--- config.mk ---
export PLATFORM = sky130hd
export DESIGN_NAME = lhs_ctrl
export DESIGN_NICKNAME = d
export VERILOG_FILES = /design/src/hw/rtl/lhs_pkg.sv /design/src/hw/rtl/lhs_ctrl.sv
export SDC_FILE = /design/constraint.sdc
export NUM_CORES = 1
export LEC_CHECK = 0
export BUFFER_PORTS_ARGS = -buffer_cell sky130_fd_sc_hd__buf_2
export CORE_AREA = 2 2 39 41
export DETAILED_ROUTE_END_ITERATION = 7
export DIE_AREA = 0 0 41 43
export HOLD_SLACK_MARGIN = 0.12
export PLACE_DENSITY = 0.35
export SYNTH_ARGS = -nofsm -noshare
export SYNTH_HDL_FRONTEND = slang
export SYNTH_SLANG_ARGS = --single-unit
--- constraint.sdc ---
create_clock -name clk_i -period 2.67 [get_ports clk_i]
set_input_delay 0.1335 -clock clk_i [delete_from_list [all_inputs] [get_ports clk_i]]
set_output_delay 0.1335 -clock clk_i [all_outputs]
set_load 0.02 [all_outputs]
--- src/hw/rtl/lhs_pkg.sv ---
// lhs_pkg: shared types, constants and codes of the latency histogram block
// used by lhs_ctrl, lhs_dpath and latency_histogram_by_size; no dependencies
package lhs_pkg;

  localparam int BUCKETS_DEF     = 24;
  localparam int KINDS_DEF       = 4;
  localparam int FIRST_SHIFT_DEF = 9;

  localparam int OP_W     = 2;
  localparam int KIND_W   = 2;
  localparam int SIZE_W   = 64;
  localparam int LAT_W    = 32;
  localparam int SEL_W    = 5;
  localparam int CNT_W    = 32;
  localparam int SUM_W    = 64;
  localparam int BLEN_W   = 6;

  localparam logic [OP_W-1:0] OP_RECORD = 2'd0;
  localparam logic [OP_W-1:0] OP_READ   = 2'd1;
  localparam logic [OP_W-1:0] OP_CLEAR  = 2'd2;

  localparam logic signed [LAT_W-1:0] EMPTY_LEAST = 32'sh7FFF_FFFF;
  localparam logic [SIZE_W-1:0]       SIZE_LIMIT  = 64'h0000_0000_FFFF_FFFF;

  typedef struct packed {
    logic signed [LAT_W-1:0] most;
    logic signed [LAT_W-1:0] least;
    logic [SUM_W-1:0]        total;
    logic [CNT_W-1:0]        count;
  } entry_t;

  localparam entry_t ENTRY_EMPTY = '{most: '0, least: EMPTY_LEAST, total: '0, count: '0};

  typedef struct packed {
    logic [SEL_W-1:0] idx;
    entry_t           ent;
  } result_t;

  typedef struct packed {
    logic capture;
    logic lookup;
    logic mem_read;
    logic commit;
  } cmd_t;

endpackage

--- src/hw/rtl/lhs_ctrl.sv ---
// lhs_ctrl: sequencing state machine of the latency histogram block
// steps each item through capture, lookup, memory read and commit; uses lhs_pkg
module lhs_ctrl
  import lhs_pkg::*;
(
  input  logic clk_i,
  input  logic rst_ni,
  input  logic in_valid_i,
  output logic in_ready_o,
  output logic out_valid_o,
  input  logic out_ready_i,
  output cmd_t cmd_o
);

  localparam logic [1:0] ST_IDLE = 2'd0;
  localparam logic [1:0] ST_LOOK = 2'd1;
  localparam logic [1:0] ST_READ = 2'd2;
  localparam logic [1:0] ST_DONE = 2'd3;

  logic [1:0] state_q, state_d;
  logic       out_valid_q, out_valid_d;
  logic       can_load;

  assign in_ready_o  = (state_q == ST_IDLE);
  assign out_valid_o = out_valid_q;
  assign can_load    = !out_valid_q || out_ready_i;

  always_comb begin
    state_d         = state_q;
    out_valid_d     = out_valid_q && !out_ready_i;
    cmd_o.capture   = 1'b0;
    cmd_o.lookup    = 1'b0;
    cmd_o.mem_read  = 1'b0;
    cmd_o.commit    = 1'b0;
    case (state_q)
      ST_IDLE: begin
        if (in_valid_i) begin
          cmd_o.capture = 1'b1;
          state_d       = ST_LOOK;
        end
      end
      ST_LOOK: begin
        cmd_o.lookup = 1'b1;
        state_d      = ST_READ;
      end
      ST_READ: begin
        cmd_o.mem_read = 1'b1;
        state_d        = ST_DONE;
      end
      ST_DONE: begin
        if (can_load) begin
          cmd_o.commit = 1'b1;
          out_valid_d  = 1'b1;
          state_d      = ST_IDLE;
        end
      end
      default: begin
        state_d = ST_IDLE;
      end
    endcase
  end

  always_ff @(posedge clk_i or negedge rst_ni) begin
    if (!rst_ni) begin
      state_q     <= ST_IDLE;
      out_valid_q <= 1'b0;
    end else begin
      state_q     <= state_d;
      out_valid_q <= out_valid_d;
    end
  end

  a_accept_to_lookup: assert property (@(posedge clk_i) disable iff (!rst_ni)
    (in_valid_i && in_ready_o) |=> (state_q == ST_LOOK))
    else $error("accepted item did not move to lookup");

  a_commit_no_overwrite: assert property (@(posedge clk_i) disable iff (!rst_ni)
    cmd_o.commit |-> (!out_valid_q || out_ready_i))
    else $error("result overwritten before it was taken");

  a_commit_sets_valid: assert property (@(posedge clk_i) disable iff (!rst_ni)
    cmd_o.commit |=> (out_valid_q && state_q == ST_IDLE))
    else $error("commit did not present a result");

endmodule

==> flow_summary.json, run 1 <==
{
  "status": "finished clean",
  "syn_nets": 26,
  "cts_tree": "yes",
  "routed_wl_um": 452,
  "met1_usage_pct": 7.42,
  "io_buffer_count": 9,
  "grt_util_met3_pct": 6.28,
  "cp_slowest_cell": "dfrtp_1",
  "drive_gt1_share_pct": 46.9,
  "cellPowerDensity_nw_per_um2": 1300,
  "synth_edf_count": 0,
  "ys_top_cells_by_count": "ha_1 (4), dfrtp_1 (3), inv_1 (3), and2_1 (2), nand2b_1 (2)",
  "multi_input_area_sq_um": 119,
  "cts_resized": 0,
  "yosysWarnings": 0,
  "syn_area_per_cell_sq_um": 11.4,
  "cts.sinks": 3,
  "crit_required_ns": 2.78,
  "cp_top_family": "flip-flops",
  "hpwl_um": 334,
  "ys_types": 9,
  "grtUsageTotal_pct": 6.43,
  "fin_util_pct": 22.2,
  "num-fill-cells": 168,
  "cts-root-buf": "clkbuf_4",
  "numCtsBuffers": 3,
  "cp-end-kind": "flip-flop",
  "wl_per_cell_um": 9.42,
  "hold_start": "out_ready_i",
  "core_region_area_sq_um": 1380,
  "die_h_um": 43,
  "synth.most_common_cell": "ha_1",
  "min_period_ns": 1.40,
  "setup_tns_ns": 0,
  "antenna_left": 0,
  "synth.cell_area_sq_um": 205,
  "maxSlewViolCount": 0,
  "grt_max_degree": 5,
  "grt_overflow_total": 0,
  "path_cells": "ha_1, and3b_1, a21oi_2, mux2_4",
  "register_area_sq_um": 75.1,
  "area_growth_pct": 49.4,
  "diodes": 0,
  "dpl_cell_area_sq_um": 270,
  "max_cap_viol_count": 0,
  "viasPerCell": 3.73,
  "fp-row-count": 14,
  "path_class": "flip-flop to flip-flop",
  "cp_data_arrival_time_ns": 1.51,
  "clockBufferDepth": 2,
  "rsz0062_at_grt": "no",
  "worstHoldPathType": "primary input to flip-flop",
  "firstDrtPassIters": 1,
  "worstMarginPinSlew_ns": 0.153,
  "initial_core_util_pct": 14.8,
  "globalplace.congestion": 0.650,
  "yosysSeqAreaShare_pct": 36.6,
  "drt_iter0_drc": 0,
  "antenna_found_initial": 0,
  "ctsHtreeMaxLevel": 1,
  "layout.cells.non_filler": 48,
  "cp_max_fo": 4,
  "synth_area_leaders": "dfrtp_1 (37%), ha_1 (24%), mux2_4 (7.3%)",
  "grt_first_pass_wirelength_um": 710,
  "fin_area_sq_um": 307,
  "ys_ff_latch": 3,
  "dp_cells": 43,
  "die_area_sq_um": 1760,
  "grt_util_met2_pct": 8.13,
  "crit_path_start": "state_q[0]$_DFFE_PN0P_",
  "nNetsFinal": 41,
  "slew-limit-headroom_pct": 89.8,
  "fin_crit_sh_pct": 52.3,
  "setup_viol": 0,
  "r2r_start": "state_q[0]$_DFFE_PN0P_",
  "ios": 10,
  "clkTransAtPathRegs_ns": 0.04,
  "netlist.area_leader.share_pct": 36.6,
  "cpPeakStageDelay_ns": 0.40,
  "yosys.area.top_type": "dfrtp_1",
  "critPathBufInv": 0,
  "async_flop_share_pct": 100,
  "ir_worst_vdd_mv": 0.500,
  "crit_path_start_kind": "flip-flop",
  "skew_ns": 0.00159,
  "num_vias": 179,
  "first_global_vias": 189,
  "die_width_um": 41,
  "synthesis.instances": 18,
  "fmax_mhz": 716,
  "clkLatencyLatePin_ns": 0.23,
  "drc_errors": 0,
  "hold_violations": 0,
  "p_leak_uw": 0.000175,
  "top_usage_layer": "met2",
  "ys.flop_type": "dfrtp_1"
}
==> power by group <==
part           internal, uW  switching, uW
Combinational           103            122
Clock                  56.0           23.0
Sequential             70.6           22.5
==> cell families after synthesis <==
family / after synthesis / synth area share, %
muxes: 1 / 7.31
and+or+nand+nor: 5 / 16.5
AOI/OAI and AO/OA: 2 / 9.76
DFF: 3 / 36.6
adders and majority gates: 4 / 24.4
buffers and inverters: 3 / 5.49
==> layer usage <==
metal	up-vias	share of wire, %
li1	85	-
met1	82	43
met2	12	41
met3	0	16
met4	0	0
met5	-	0
==> what timing repair did <==
item | CTS | global route
hold buffers | 1 | 0
endpoints found under the hold margin | 3 | 0
setup buffers | 0 | 0
==> per-stage QoR <==
| step | total power, uW | hold slack (ns) | setup WS (ns) |
|---|---|---|---|
| floorplan | 262 | -0.162 | 1.33 |
| CTS | 409 | 0.196 | 1.26 |
| detailed placement | 320 | -0.0688 | 1.26 |
| finish | 397 | 0.195 | 1.27 |
| global route | 439 | 0.205 | 1.17 |
| global placement | 318 | -0.0692 | 1.27 |
==> sequential cells by signal, indices dropped and copies added, names as in the netlist <==
register,cells
state_q,2
out_valid_o,1
==> worst min-delay path, stage by stage <==
cell      delay [ns]
buf_2           0.08
nand2b_1        0.10
nand2b_1        0.06
==> cells in the final DEF (no fill, tap or decap), drive strengths merged <==
master	count
a21oi	1
and2	2
and3b	1
buf	9
clkbuf	4
dfrtp	3
dlygate4sd3	1
ha	4
inv	3
mux2	1
nand2b	2
o32a	1
==> layout make-up <==
| cell class | instances | area share (%) |
|---|---|---|
| clock buffers | 4 | 8.57 |
| inverters | 3 | 3.67 |
| multi-input cells | 12 | 38.8 |
| flip-flops and latches | 3 | 24.5 |
| well taps | 16 | 6.53 |
| repair buffers | 10 | 18.0 |
==> worst paths after layout <==
kind,cells after the start,slack [ns],endpoint
max,4,1.27,state_q[1]$_DFFE_PN0P_
min,3,0.20,out_valid_o$_DFF_PN0_
max reg2reg,4,1.27,state_q[1]$_DFFE_PN0P_
min reg2reg,2,0.54,out_valid_o$_DFF_PN0_
max in group asynchronous,2,2.34,state_q[0]$_DFFE_PN0P_
min in group asynchronous,2,0.22,out_valid_o$_DFF_PN0_
No activity file was read; power rests on OpenSTA's default activity.
==> run 2, diff against run 1 <==
--- a/config.mk
+++ b/config.mk
@@ -5,12 +5,13 @@
 export SDC_FILE = /design/constraint.sdc
 export NUM_CORES = 1
 export LEC_CHECK = 0
+export ABC_AREA = 1
 export BUFFER_PORTS_ARGS = -buffer_cell sky130_fd_sc_hd__buf_2
 export CORE_AREA = 2 2 39 41
 export DETAILED_ROUTE_END_ITERATION = 7
 export DIE_AREA = 0 0 41 43
 export HOLD_SLACK_MARGIN = 0.12
-export PLACE_DENSITY = 0.35
+export PLACE_DENSITY = 0.38
 export SYNTH_ARGS = -nofsm -noshare
 export SYNTH_HDL_FRONTEND = slang
 export SYNTH_SLANG_ARGS = --single-unit
==> constraint.sdc (replaced) <==
create_clock -name clk_i -period 1.28 [get_ports clk_i]
set_input_delay 0.064 -clock clk_i [delete_from_list [all_inputs] [get_ports clk_i]]
set_output_delay 0.064 -clock clk_i [all_outputs]
set_load 0.02 [all_outputs]
==> flow_summary.json, run 2 <==
{
  "netlist.area_leader.share_pct": 33.7,
  "globalplace.congestion": 0.670,
  "p_sw_uw": 424,
  "ys_ff_latch": 3,
  "grt_overflow_total": 0,
  "cp-end-kind": "output port",
  "synth_edf_count": 0,
  "syn_area_per_cell_sq_um": 7.68,
  "skew_ns": 0.0000242,
  "synthSimpleGateAreaFrac_pct": 28.1,
  "grt_max_degree": 5,
  "num-fill-cells": 163,
  "synthesis.instances": 29,
  "p_int_uw": 492,
  "status": "finished clean",
  "final_cell_mix": "nand2_1 (8), buf_2 (8), inv_1 (7), clkbuf_4 (3), dfrtp_1 (3)",
  "ios": 10,
  "routed_wl_um": 450,
  "fin_crit_sh_pct": 95.2,
  "hold_ws_ns": 0.159,
  "cpMostUsedCell": "inv_1",
  "drive_gt1_share_pct": 44.4,
  "io_buffer_count": 9,
  "nNetsFinal": 54,
  "diodes": 0,
  "ys_top_cells_by_count": "inv_1 (8), nand2_1 (8), ha_1 (4), dfrtp_1 (3)",
  "yosys.area.top_type": "dfrtp_1",
  "ys_types": 8,
  "synthAdderAreaFrac_pct": 22.5,
  "synth.cell_area_sq_um": 223,
  "hold_violations": 0,
  "die_area_sq_um": 1760,
  "cts-root-buf": "clkbuf_4",
  "cp_data_arrival_time_ns": 1.15,
  "first_global_vias": 201,
  "die_width_um": 41,
  "cellPowerDensity_nw_per_um2": 2530,
  "ys.flop_type": "dfrtp_1",
  "initial_core_util_pct": 16.1,
  "grtUsageTotal_pct": 6.03,
  "regMostFlops": "state_q",
  "maxSlewViolCount": 0,
  "yosysSeqAreaShare_pct": 33.7,
  "p_seq_share_pct": 22.4,
  "num_vias": 217,
  "hpwl_um": 340,
  "cp_max_fo": 4,
  "die_h_um": 43,
  "ir_worst_vdd_mv": 0.674,
  "muxShareOfSynthArea_pct": 0,
  "min_period_ns": 1.22,
  "clkTransAtPathRegs_ns": 0.04,
  "synth_xor_area_share_pct": 0,
  "pwr-share-comb_pct": 59.9,
  "core_region_area_sq_um": 1380,
  "clockBufferDepth": 2,
  "clock_power_share_pct": 17.7,
  "worstHoldPathType": "primary input to async pin",
  "switching_share_pct": 46.3,
  "yosysWarnings": 0,
  "async_flop_share_pct": 100,
  "cp_slowest_cell": "dfrtp_1",
  "numCtsBuffers": 3,
  "slew-limit-headroom_pct": 89.4,
  "viasPerCell": 3.56,
  "cpPeakStageDelay_ns": 0.41,
  "clkLatencyLatePin_ns": 0.23,
  "max_cap_viol_count": 0,
  "rrSetupSlack_ns": 0.26,
  "antenna_found_initial": 0,
  "firstDrtPassIters": 2,
  "syn_nets": 37,
  "fmax_mhz": 820,
  "rsz0062_at_grt": "yes",
  "synth_top_family_by_area": "simple AND/OR/NAND/NOR gates",
  "register_area_sq_um": 75.1,
  "drt_iter0_drc": 2,
  "drc_errors": 0,
  "area_growth_pct": 62.9,
  "crit_path_start_kind": "flip-flop",
  "synth_area_leaders": "dfrtp_1 (34%), ha_1 (22%), inv_1 (13%)",
  "total_power_uw": 916,
  "path_class": "flip-flop to output port",
  "antenna_left": 0,
  "setup_viol": 0,
  "worstMarginPinSlew_ns": 0.159,
  "p_leak_uw": 0.000211,
  "largest_reg_flops": 2,
  "crit_required_ns": 1.22,
  "wl_per_cell_um": 7.38,
  "multi_input_area_sq_um": 136,
  "synth_compound_area_share_pct": 2.25,
  "grt_first_pass_wirelength_um": 669,
  "ctsHtreeMaxLevel": 1,
  "cts.sinks": 3,
  "path_cells": "inv_1, ha_4, nand2_1, inv_1, buf_2",
  "cts_tree": "yes",
  "fp-row-count": 14
}
## run 2: changes by cell type after synthesis
cell      delta
a21oi_1      +1
a21oi_2      -1
and2_1       -2
and3b_1      -1
inv_1        +5
mux2_4       -1
nand2_1      +8
nand2_2      +2
nand2b_1     -2
nand3_1      +2
nand3_2      +1
o32a_2       -1
## run 2: power by group through the flow
stage	Sequential [uW]	Clock, uW	Combinational (uW)
2_1_floorplan	208	0	345
3_3_place_gp	204	0	476
3_5_place_dp	203	0	472
4_1_cts	202	174	487
5_1_grt	215	174	626
6_report	206	162	549
## run 2: cell type report
| class | count | share of cell area, % |
|---|---|---|
| flip-flops and latches | 3 | 20.7 |
| inverters | 8 | 8.28 |
| repair buffers | 12 | 20.7 |
| well taps | 16 | 5.52 |
| clock buffers | 4 | 7.24 |
| multi-input cells | 18 | 37.6 |
## run 2: worst paths after layout
path | start | depth (start not counted) | to
worst min register to register | state_q[1]$_DFFE_PN0P_ | 2 | state_q[1]$_DFFE_PN0P_
min in group clk_i | in_valid_i | 5 | state_q[0]$_DFFE_PN0P_
worst max-delay path | state_q[1]$_DFFE_PN0P_ | 5 | cmd_o[3]
worst max register to register | state_q[1]$_DFFE_PN0P_ | 6 | state_q[1]$_DFFE_PN0P_
worst min-delay path | rst_ni | 2 | state_q[1]$_DFFE_PN0P_
max in group asynchronous | rst_ni | 2 | out_valid_o$_DFF_PN0_
## run 2: logic make-up after synthesis
group                    count (synthesis)
AO/OA/AOI/OAI                            1
adder cells (fa/ha/maj)                  4
buffers and inverters                    8
flip-flops                               3
AND/OR/NAND/NOR                         13
## run 2: what timing repair did
item                       in CTS  in global routing
resized for setup               1                  5
setup endpoints to repair       1                  2
hold buffers                    2                  0
pin swaps                       0                  1
setup buffers                   0                  1
gates cloned                    0                  0
hold endpoints to repair        4                  0
## run 2: metrics by stage
| step | setup WS, ns | cell area, sq um | util [%] | TNS, ns | std cells |
|---|---|---|---|---|---|
| 4_1_cts | 0.00685 | 337 | 24.3 | 0 | 60 |
| 3_5_place_dp | 0.184 | 288 | 20.8 | 0 | 54 |
| 2_1_floorplan | 0.142 | 223 | - | 0 | 29 |
| 5_1_grt | -0.00677 | 363 | 26.2 | -0.00677 | 61 |
| 6_report | 0.0610 | 363 | 26.2 | 0 | 61 |
| 3_3_place_gp | 0.179 | 288 | 20.8 | 0 | 54 |
## run 2: worst max-delay path: cells and delay by family (launching register included)
| kind | cells | cell delay, ns |
|---|---|---|
| flip-flops | 1 | 0.41 |
| buffers and inverters | 3 | 0.32 |
| adder cells (fa/ha/maj) | 1 | 0.16 |
| AND/OR/NAND/NOR | 1 | 0.05 |
## run 2: metal layers
metal  share of wire [%]  wire length, um  track usage, %
met1                  42              188            6.77
met2                  52              232            7.50
met3                 6.2               28            1.57
met4                   0                0            8.00
met5                   0                0               0
